$ cat config.mk
export PLATFORM = sky130hd
export DESIGN_NAME = salsa20_stream_cipher
export DESIGN_NICKNAME = d
export VERILOG_FILES = /design/src/rtl/core/s20_pkg.sv /design/src/rtl/core/salsa20_stream_cipher.sv /design/src/rtl/core/s20_core.sv
export SDC_FILE = /design/constraint.sdc
export NUM_CORES = 2
export LEC_CHECK = 0
export ABC_AREA = 0
export ABC_CLOCK_PERIOD_IN_PS = 24900
export BUFFER_PORTS_ARGS = -buffer_cell sky130_fd_sc_hd__buf_4
export CORE_ASPECT_RATIO = 1.4
export CORE_MARGIN = 2
export CORE_UTILIZATION = 41
export DETAILED_ROUTE_END_ITERATION = 12
export PLACE_DENSITY_LB_ADDON = 0.15
export REMOVE_ABC_BUFFERS = 1
export SYNTH_ARGS = -nofsm -noshare
export SYNTH_HDL_FRONTEND = slang
export SYNTH_HIERARCHICAL = 1
export SYNTH_SLANG_ARGS = --single-unit
$ cat constraint.sdc
create_clock -name clk_i -period 24.9 [get_ports clk_i]
set_clock_uncertainty 0.1 [all_clocks]
set_input_delay 2.49 -clock clk_i [delete_from_list [all_inputs] [get_ports clk_i]]
set_output_delay 2.49 -clock clk_i [all_outputs]
set_load 0.01 [all_outputs]
$ cat src/rtl/core/s20_pkg.sv
// ----------------------------------------------------------------------------
// s20_pkg
// Shared types, constants and helpers for the Salsa20 stream cipher core.
// ----------------------------------------------------------------------------
package s20_pkg;

  localparam int unsigned RoundCountDef = 20;
  localparam int unsigned CfgIdxW       = 3;

  typedef enum logic [CfgIdxW-1:0] {
    REG_KEY_01   = 3'd0,
    REG_KEY_23   = 3'd1,
    REG_KEY_45   = 3'd2,
    REG_KEY_67   = 3'd3,
    REG_NONCE    = 3'd4,
    REG_KEY_IS_256 = 3'd5
  } s20_reg_e;

  localparam logic [31:0] SIGMA_0 = 32'h61707865;
  localparam logic [31:0] SIGMA_1 = 32'h3320646e;
  localparam logic [31:0] SIGMA_2 = 32'h79622d32;
  localparam logic [31:0] SIGMA_3 = 32'h6b206574;
  localparam logic [31:0] TAU_1   = 32'h3120646e;
  localparam logic [31:0] TAU_2   = 32'h79622d36;

  typedef logic [15:0][31:0] s20_block_t;

  typedef struct packed {
    logic busy;
    logic done;
  } s20_status_t;

  // Rotate left by 7, 9, 13 or 18 for quarter-round steps 0 to 3.
  function automatic logic [31:0] rotl_step(input logic [31:0] v, input logic [1:0] step);
    logic [31:0] r;
    case (step)
      2'd0:    r = {v[24:0], v[31:25]};
      2'd1:    r = {v[22:0], v[31:23]};
      2'd2:    r = {v[18:0], v[31:19]};
      2'd3:    r = {v[13:0], v[31:14]};
      default: r = v;
    endcase
    return r;
  endfunction

  function automatic s20_block_t init_block(
    input logic [63:0] key01,
    input logic [63:0] key23,
    input logic [63:0] key45,
    input logic [63:0] key67,
    input logic [63:0] nonce,
    input logic [63:0] ctr,
    input logic        key256
  );
    s20_block_t  b;
    logic [63:0] hi_lo;
    logic [63:0] hi_hi;
    hi_lo  = key256 ? key45 : key01;
    hi_hi  = key256 ? key67 : key23;
    b[0]   = SIGMA_0;
    b[1]   = key01[31:0];
    b[2]   = key01[63:32];
    b[3]   = key23[31:0];
    b[4]   = key23[63:32];
    b[5]   = key256 ? SIGMA_1 : TAU_1;
    b[6]   = nonce[31:0];
    b[7]   = nonce[63:32];
    b[8]   = ctr[31:0];
    b[9]   = ctr[63:32];
    b[10]  = key256 ? SIGMA_2 : TAU_2;
    b[11]  = hi_lo[31:0];
    b[12]  = hi_lo[63:32];
    b[13]  = hi_hi[31:0];
    b[14]  = hi_hi[63:32];
    b[15]  = SIGMA_3;
    return b;
  endfunction

endpackage

$ cat src/rtl/core/salsa20_stream_cipher.sv
// ----------------------------------------------------------------------------
// salsa20_stream_cipher
// Salsa20 byte-stream encryptor: each input beat's byte is XORed with the
// next keystream byte. A byte that does not start a keystream block passes
// through a pending register and then the output register. A byte at block
// position 0 first runs the block function on one shared 32-bit
// add-rotate-xor unit, one quarter-round step per cycle, then adds the input
// words back one word per cycle. Writing the nonce clears the block counter
// and restarts the block; a beat with tlast set ends the message and the
// next byte starts a fresh block. Configuration writes are taken every cycle
// and must be made while the block is idle.
// ----------------------------------------------------------------------------
module salsa20_stream_cipher import s20_pkg::*; #(
  parameter int unsigned ROUND_COUNT = RoundCountDef
) (
  input  logic               clk_i,
  input  logic               rst_ni,
  input  logic               s_axis_tvalid,
  output logic               s_axis_tready,
  input  logic [7:0]         s_axis_tdata,   // [7:0] data_byte
  input  logic               s_axis_tlast,
  output logic               m_axis_tvalid,
  input  logic               m_axis_tready,
  output logic [7:0]         m_axis_tdata,   // [7:0] out_byte
  output logic               m_axis_tlast,
  input  logic               cfg_valid_i,
  output logic               cfg_ready_o,
  input  logic [CfgIdxW-1:0] cfg_index_i,
  input  logic [63:0]        cfg_data_i
);

  logic [63:0] key01_q, key23_q, key45_q, key67_q, nonce_q, ctr_q;
  logic        key256_q;
  logic [5:0]  pos_q;
  logic        pend_q;
  logic [7:0]  pend_byte_q;
  logic        pend_last_q;
  logic        out_valid_q;
  logic [7:0]  out_byte_q;
  logic        out_last_q;

  logic        in_acc;
  logic        start;
  logic        emit;
  logic        cfg_acc;
  logic [31:0] ks_word;
  logic [7:0]  ks_byte;
  s20_block_t  init_blk;
  s20_status_t status;

  assign s_axis_tready = !pend_q;
  assign cfg_ready_o   = 1'b1;
  assign in_acc        = s_axis_tvalid && s_axis_tready;
  assign cfg_acc       = cfg_valid_i && cfg_ready_o;
  assign start         = in_acc && (pos_q == 6'd0);
  assign emit          = pend_q && !status.busy && (!out_valid_q || m_axis_tready);
  assign init_blk      = init_block(key01_q, key23_q, key45_q, key67_q,
                                    nonce_q, ctr_q, key256_q);
  assign ks_byte       = 8'(ks_word >> {pos_q[1:0], 3'b000});

  s20_core #(
    .ROUND_COUNT(ROUND_COUNT)
  ) u_core (
    .clk_i    (clk_i),
    .rst_ni   (rst_ni),
    .start_i  (start),
    .init_i   (init_blk),
    .rd_idx_i (pos_q[5:2]),
    .rd_word_o(ks_word),
    .status_o (status)
  );

  always_ff @(posedge clk_i or negedge rst_ni) begin
    if (!rst_ni) begin
      key01_q     <= '0;
      key23_q     <= '0;
      key45_q     <= '0;
      key67_q     <= '0;
      nonce_q     <= '0;
      key256_q    <= 1'b1;
      ctr_q       <= '0;
      pos_q       <= '0;
      pend_q      <= 1'b0;
      out_valid_q <= 1'b0;
    end else begin
      if (in_acc) begin
        pend_q <= 1'b1;
      end
      if (emit) begin
        pend_q      <= 1'b0;
        out_valid_q <= 1'b1;
        pos_q       <= pend_last_q ? 6'd0 : pos_q + 6'd1;
      end else if (m_axis_tready) begin
        out_valid_q <= 1'b0;
      end
      if (status.done) begin
        ctr_q <= ctr_q + 64'd1;
      end
      if (cfg_acc) begin
        case (s20_reg_e'(cfg_index_i))
          REG_KEY_01:     key01_q  <= cfg_data_i;
          REG_KEY_23:     key23_q  <= cfg_data_i;
          REG_KEY_45:     key45_q  <= cfg_data_i;
          REG_KEY_67:     key67_q  <= cfg_data_i;
          REG_NONCE: begin
            nonce_q <= cfg_data_i;
            ctr_q   <= '0;
            pos_q   <= '0;
          end
          REG_KEY_IS_256: key256_q <= cfg_data_i[0];
          default: ;
        endcase
      end
    end
  end

  always_ff @(posedge clk_i) begin
    if (in_acc) begin
      pend_byte_q <= s_axis_tdata;
      pend_last_q <= s_axis_tlast;
    end
    if (emit) begin
      out_byte_q <= pend_byte_q ^ ks_byte;
      out_last_q <= pend_last_q;
    end
  end

  assign m_axis_tvalid = out_valid_q;
  assign m_axis_tdata  = out_byte_q;
  assign m_axis_tlast  = out_last_q;

  a_busy_pend: assert property (@(posedge clk_i) disable iff (!rst_ni)
    status.busy |-> pend_q)
    else $error("core running without a pending byte");

  a_no_accept_busy: assert property (@(posedge clk_i) disable iff (!rst_ni)
    in_acc |-> !status.busy)
    else $error("input beat taken while core busy");

  a_emit_out: assert property (@(posedge clk_i) disable iff (!rst_ni)
    emit |=> (m_axis_tvalid && !pend_q))
    else $error("emitted byte did not reach the output register");

endmodule

$ cat src/rtl/core/s20_core.sv
// ----------------------------------------------------------------------------
// s20_core
// Block function: one add-rotate-xor unit steps the quarter rounds on column
// 0 (even rounds) or row 0 (odd rounds) of the state, re-aligned diagonally
// after each quarter round, then adds the input words back one word per cycle.
// ----------------------------------------------------------------------------
module s20_core import s20_pkg::*; #(
  parameter int unsigned ROUND_COUNT = RoundCountDef
) (
  input  logic        clk_i,
  input  logic        rst_ni,
  input  logic        start_i,
  input  s20_block_t  init_i,
  input  logic [3:0]  rd_idx_i,
  output logic [31:0] rd_word_o,
  output s20_status_t status_o
);

  localparam int unsigned RndW = $clog2(ROUND_COUNT);

  localparam logic [1:0] ST_IDLE  = 2'd0;
  localparam logic [1:0] ST_ROUND = 2'd1;
  localparam logic [1:0] ST_ADD   = 2'd2;

  logic [1:0]      state_q, state_d;
  logic [3:0]      idx_q, idx_d;
  logic [RndW-1:0] round_q, round_d;
  s20_block_t      x_q, x_d;

  logic        row_sel;
  logic [31:0] quad [4];
  logic [31:0] nquad [4];
  logic [31:0] add_a, add_b, sum, mix;
  s20_block_t  xq, xs;

  always_comb begin
    row_sel = round_q[0];
    for (int k = 0; k < 4; k++) begin
      quad[k] = row_sel ? x_q[k] : x_q[4*k];
    end
    add_a = (state_q == ST_ADD) ? x_q[0] : quad[0];
    add_b = (state_q == ST_ADD) ? init_i[idx_q] : quad[3];
    sum   = add_a + add_b;
    mix   = quad[1] ^ rotl_step(sum, idx_q[1:0]);

    nquad[0] = mix;
    nquad[1] = quad[2];
    nquad[2] = quad[3];
    nquad[3] = quad[0];
    xq = x_q;
    for (int k = 0; k < 4; k++) begin
      if (row_sel) begin
        xq[k] = nquad[k];
      end else begin
        xq[4*k] = nquad[k];
      end
    end
    for (int i = 0; i < 16; i++) begin
      xs[i] = xq[(((i >> 2) + 1) & 3) * 4 + ((i + 1) & 3)];
    end
  end

  always_comb begin
    state_d = state_q;
    idx_d   = idx_q;
    round_d = round_q;
    x_d     = x_q;
    case (state_q)
      ST_IDLE: begin
        if (start_i) begin
          x_d     = init_i;
          state_d = ST_ROUND;
          idx_d   = '0;
          round_d = '0;
        end
      end
      ST_ROUND: begin
        x_d   = (idx_q[1:0] == 2'd3) ? xs : xq;
        idx_d = idx_q + 4'd1;
        if (idx_q == 4'hF) begin
          if (round_q == RndW'(ROUND_COUNT - 1)) begin
            state_d = ST_ADD;
            round_d = '0;
          end else begin
            round_d = round_q + RndW'(1);
          end
        end
      end
      ST_ADD: begin
        for (int i = 0; i < 15; i++) begin
          x_d[i] = x_q[i+1];
        end
        x_d[15] = sum;
        idx_d   = idx_q + 4'd1;
        if (idx_q == 4'hF) begin
          state_d = ST_IDLE;
        end
      end
      default: begin
        state_d = ST_IDLE;
      end
    endcase
  end

  always_ff @(posedge clk_i or negedge rst_ni) begin
    if (!rst_ni) begin
      state_q <= ST_IDLE;
      idx_q   <= '0;
      round_q <= '0;
    end else begin
      state_q <= state_d;
      idx_q   <= idx_d;
      round_q <= round_d;
    end
  end

  always_ff @(posedge clk_i) begin
    x_q <= x_d;
  end

  assign rd_word_o     = x_q[rd_idx_i];
  assign status_o.busy = (state_q != ST_IDLE);
  assign status_o.done = (state_q == ST_ADD) && (idx_q == 4'hF);

  a_start_idle: assert property (@(posedge clk_i) disable iff (!rst_ni)
    start_i |-> state_q == ST_IDLE)
    else $error("block start while core busy");

  a_add_ends: assert property (@(posedge clk_i) disable iff (!rst_ni)
    (state_q == ST_ADD && idx_q == 4'hF) |=> state_q == ST_IDLE)
    else $error("add-back pass did not finish");

  a_idle_clean: assert property (@(posedge clk_i) disable iff (!rst_ni)
    state_q == ST_IDLE |-> (idx_q == 4'h0 && round_q == '0))
    else $error("sequencer counters not cleared in idle");

endmodule

# --- Word-level counts from Yosys, hierarchy flattened ---
# Index checks and enable logic that the tools add are counted.
# Widths: inputs -> output; s select.
totals:
  regBits: 934
  in_bits: 81
  out_inout_bits: 12
  wordCells: 135
classes:
  n_addsub: 5
  magnitude_cmp: 2
  n_eq_ne: 17
  shift: 1
  n_mux: 44
  bitwise_logic: 2
  n_reduce_logical: 31
ops:
  columns: ["op", "count"]
  rows:
  - ["$pmux 512 s3", 1]
  - ["$mux 512", 2]
  - ["$mux 32", 12]
  - ["$mux 64", 5]
  - ["$bmux 32 s4", 2]
  - ["$pmux 32 s4", 1]
  - ["$add 64x1->64 const B", 1]
  - ["$add 32x32->32", 1]
  - ["$shr 32x5->8", 1]
  - ["$xor 32x32->32", 1]
  - ["$mux 26", 1]
  - ["$mux 6", 4]
  - ["$reduce_and 2->1", 8]
  - ["$mux 5", 3]
  - ["$lt 4x5->1 const B", 2]
  - ["$pmux 5 s2", 1]
  - ["$reduce_bool 2->1", 5]
  - ["$mux 2", 4]
  - ["$ne 2x1->1 const B", 4]
  - ["$pmux 4 s2", 1]
  - ["$xor 8x8->8", 1]
  - ["$add 6x1->6 const B", 1]
  - ["$eq 2x2->1 const B", 3]
  - ["$eq 3x2->1 const B", 2]
  - ["22 further kinds", 35]

# --- Depth between registers and ports, before layout ---
logic_depth:
  depth_word: 9
  depth_mapped: 22
  depth_no_buf: 18

# --- By module ---
# Netlist, hierarchy kept.
modules_own_cells:
  columns: ["mod", "instances", "cells_per_inst", "area_per_inst_um2", "seq_area_each_um2"]
  rows:
  - ["s20_core", 1, 3930, 41149.5, 15650.0]
  - ["salsa20_stream_cipher", 1, 1266, 18014.8, 10376.2]

# --- Worst setup path after synthesis ---
# Ideal clock, no wire load.
synth_timing:
  path_kind: "input to register"
  from: "in s_axis_tvalid"
  to: "reg u_core/x_q[160] (netlist bit) (enable)"
  setup_time_ns: 1.290
  arrival_time_ns: 22.861
  required_time_ns: 23.510
  slack_ns: 0.649
  path_stages: 5
  n_path_buf: 0
  cell_sequence: "nor2b_1 -> nand3b_1 -> nor4_1 -> nor2_1 -> nor3_1"
synth_via:
  elab_chain_cells: 4
synth_lines:
  columns: ["item", "line_no", "text"]
  rows:
  - ["start: declaration", "salsa20_stream_cipher.sv:18", "input logic s_axis_tvalid,"]
  - ["$logic_and 1x1->1", "salsa20_stream_cipher.sv:53", "assign in_acc = s_axis_tvalid && s_axis_tready;"]
  - ["$logic_and 1x1->1", "salsa20_stream_cipher.sv:55", "assign start = in_acc && (pos_q == 6'd0);"]
  - ["named net start", "salsa20_stream_cipher.sv:43", "logic start;"]
  - ["$ne 2x2->1 (no source line)", null, null]
  - ["$reduce_and 3->1 (no source line)", null, null]
  - ["end signal: assignment", "s20_core.sv:118", "x_q <= x_d;"]
  - ["end: declaration", "s20_core.sv:28", "s20_block_t x_q, x_d;"]
# The timed path passes the listed nets, and every way through them passes these cells.
# A chain may end at the register's enable or synchronous reset.

==> metrics.txt <==
crit path DAT roughly 8 ns; critical path required time around 25 ns; die width between 300 and 400 um; nets roughly 5400; Pre-Repair DR Iteration Count 8; Worst R2R Start u_core/idx_q[0]$_DFFE_PN0P_; Yosys top cell area share about 27%; Synth area leaders edfxtp_1 27%, dfrtp_1 17%, mux4_2 14%; DIE HEIGHT ~450 um; PostCTS Resize Cnt 0; Area Overhead vs Synth 11.6%; # port buffers around 90; Final Worst Setup Slack 17.39 ns; final setup vio count 0; vias in the first global route 46600; Clk Latency, worst-skew pair ~0.75 ns; fillcell total roughly 13000; Fmax achieved approximately 130 MHz; Rows roughly 160; pre-CTS WS between 15 and 20 ns; total power 11.3 mW; initial antenna violation count 11; status complete, no violations; core area roughly 140000 um2; WHS 0.372 ns; layout cells sized above 1 24.8%; DR iter-0 viols 5014; FF+latch area roughly 26000 um2; H-Tree Depth 3; sequential fraction of the synthesis area 44.0%; Yosys top cell by area edfxtp_1; CTS Buf Count 101; Hold-fix buffers, CTS 0; Worst Setup Start Kind register; CP Max Fanout 37; R2R setup slack 17.39 ns; LEAKAGE about 24 nW; Worst Hold Depth 0; start point of the critical path u_core/idx_q[0]$_DFFE_PN0P_; Crit path depth 17; fin crit share 30.2%; fin cells roughly 7300; Die Area about 150000 um2; Initial Utilization between 40% and 50%; Unique masters post-synth 87; CP Class register to register; minimum clock period roughly 7.5 ns; via/cell ratio approximately 6.5; global-route wire length before repair ~320000 um; min-delay src pend_last_q$_DFFE_PP_; Tightest Hold Check Type register to register; RSZ-0062 raised after global routing no; Slew Limit Fails 0; peak supply drop about 0.21 mV; most common cell after layout, fill and taps aside nor2_1; CTS max path bufs 3; Max Cap Viol 0; Post-Syn Instances around 5200; hold path endpoint m_axis_tlast$_DFFE_PP_; root buffer cell clkbuf_16; CTS sink cnt about 930; area of the multi-input gates 32300 um2; gpl congestion around 0.96; I/O Pins just over 90; DRC 0; DR vias about 47000; share of async-settable or async-resettable flops after synthesis between 40 and 50%; synthesized flop and latch total 934; Global Route Usage Sum slightly below 30%; FF-to-FF path depth 17; Worst setup EP type register; pin count of the biggest net entering global routing around 170; Post-Synthesis Cell Area approximately 60000 um2; Clock transition at path regs ~0.070 ns; CP Buf/Inv Count 2; WL final around 220000 um; Worst R2R End u_core/x_q[487]$_DFFE_PP_; Final Hold Viols 0; Detail Placement HPWL ~150000 um; DRT antenna net count 0; CP top delay family buffers and inverters; Mean Syn Cell Area 11.4 um2; most frequent cells in the layout 916 x nor2_1, 545 x mux2_2, 530 x edfxtp_1, 422 x nand2_1, 394 x dfrtp_1; CP max stage cell dfrtp_4; crit-path cells buf_4 -> buf_4 -> mux4_2 -> mux4_2 -> nand2_1 -> o21ai_0 -> ha_1 -> nand2_1 -> o21ai_0 -> a2111oi_0 -> nor3_1 -> a31oi_1 -> xnor2_1 -> a222oi_1 -> xnor2_1 -> or3_1 -> a31oi_1; placed insts 7105; Worst path max stage delay 0.89 ns; worst slew margin relative to its limit between 20 and 30%; postcts setup bufs 0; Worst-Margin Slew between 1 and 1.5 ns; total grt overflow 0; CTS tree built; Pwr Density around 170 nW/um2; Post-synth top flop edfxtp_1; Yosys warnings 6; number of synthesized flops with an enable pin between 500 and 600; drt wl/cell about 30 um
[report_power, final]
group          internal, mW  leakage, nW  switching (mW)  total [mW]
Clock                 0.919         1.71           0.674        1.59
Combinational          2.34         12.0            3.91        6.25
Sequential             2.71         10.2           0.769        3.48
[worst max-delay path by stage]
stage | endpoint | slack (ns)
2_1_floorplan | u_core/x_q[160]$_DFFE_PP_ | -10.23
3_3_place_gp | u_core/x_q[487]$_DFFE_PP_ | 17.48
3_5_place_dp | u_core/x_q[487]$_DFFE_PP_ | 17.41
4_1_cts | u_core/x_q[487]$_DFFE_PP_ | 17.38
5_1_grt | u_core/x_q[487]$_DFFE_PP_ | 17.03
6_report | u_core/x_q[487]$_DFFE_PP_ | 17.39
[metal layers]
metal  share of wire [%]  GRT usage, %  vias to the layer above  wire, um
met4                 4.6          12.9                       12     10100
met1                  39          36.6                    24400     85400
met5               0.038             0                        -        83
met2                  50          50.3                     2125    109000
met3                 6.7          4.09                      461     14700
li1                    -             -                    20100         -
[final cells by class]
type | count | share of cell area, %
antenna | 5 | 0.0190
clock inverter | 39 | 0.542
timing repair buffer | 208 | 2.53
multi-input combinational | 4013 | 48.9
clock buffer | 150 | 4.67
sequential | 934 | 39.5
tap | 1909 | 3.62
inverter | 41 | 0.244
[logic make-up (layout without fill, tap and decap cells)]
logic type                 after synthesis  after routing  synth area share, %
DFF                                    934            934                 44.0
muxes                                 1046           1046                 26.5
adders and majority gates               44             44                0.943
other                                    2            258               0.0127
buffers and inverters                  500            438                 3.25
AOI/OAI and AO/OA                      956            956                 12.2
xor gates and xnor gates               103            103                 1.56
and+or+nand+nor                       1611           1611                 11.6
[per-stage QoR]
step / utilization (%) / setup TNS (ns) / area [um2]
global route: 46.2 / 0 / 66000
CTS: 46.2 / 0 / 66000
detailed placement: 43.7 / 0 / 62600
global placement: 43.7 / 0 / 62600
floorplan: - / -3903.41 / 58300
finish: 46.2 / 0 / 66000
[cell usage after synthesis (7+ instances only)]
| master | count |
|---|---|
| and4_1 | 7 |
| nor3_1 | 29 |
| a211oi_1 | 7 |
| buf_1 | 53 |
| a41oi_1 | 66 |
| nor2_1 | 918 |
| edfxtp_1 | 530 |
| nand2_1 | 423 |
| dfrtp_1 | 403 |
| a21oi_1 | 128 |
| clkbuf_1 | 391 |
| nand3_1 | 62 |
| nand4_1 | 38 |
| nor4_1 | 8 |
| o22ai_1 | 13 |
| nand2b_1 | 10 |
| and2_1 | 7 |
| xnor2_1 | 43 |
| a21o_1 | 10 |
| mux4_2 | 358 |
| o211ai_1 | 16 |
| o31ai_1 | 11 |
| ha_1 | 43 |
| o221ai_1 | 11 |
| a221oi_1 | 377 |
| buf_2 | 10 |
| o2bb2ai_1 | 7 |
| or3_1 | 22 |
| inv_1 | 41 |
| a31oi_1 | 10 |
| o21ai_0 | 155 |
| a22o_1 | 7 |
| mux2i_1 | 141 |
| mux2_2 | 545 |
| a221o_1 | 12 |
| and3_1 | 27 |
| a222oi_1 | 35 |
| o2111ai_1 | 12 |
| nor2b_1 | 8 |
| o21a_1 | 29 |
| xor2_1 | 57 |
| or4_1 | 10 |
[state kept, by name, indices dropped and copies added (netlist names)]
register and flops:
pend_q 1, m_axis_tvalid 1, key45_q 64, pend_byte_q 8
m_axis_tlast 1, key256_q 1, pend_last_q 1, key01_q 64
ctr_q 64, m_axis_tdata 8, pos_q 6, u_core/add_a 32
key67_q 64, u_core/state_q 2, nonce_q 64, key23_q 64
u_core/x_q 480, u_core/idx_q 4, u_core/round_q 5
No activity file was read; power rests on OpenSTA's default activity.
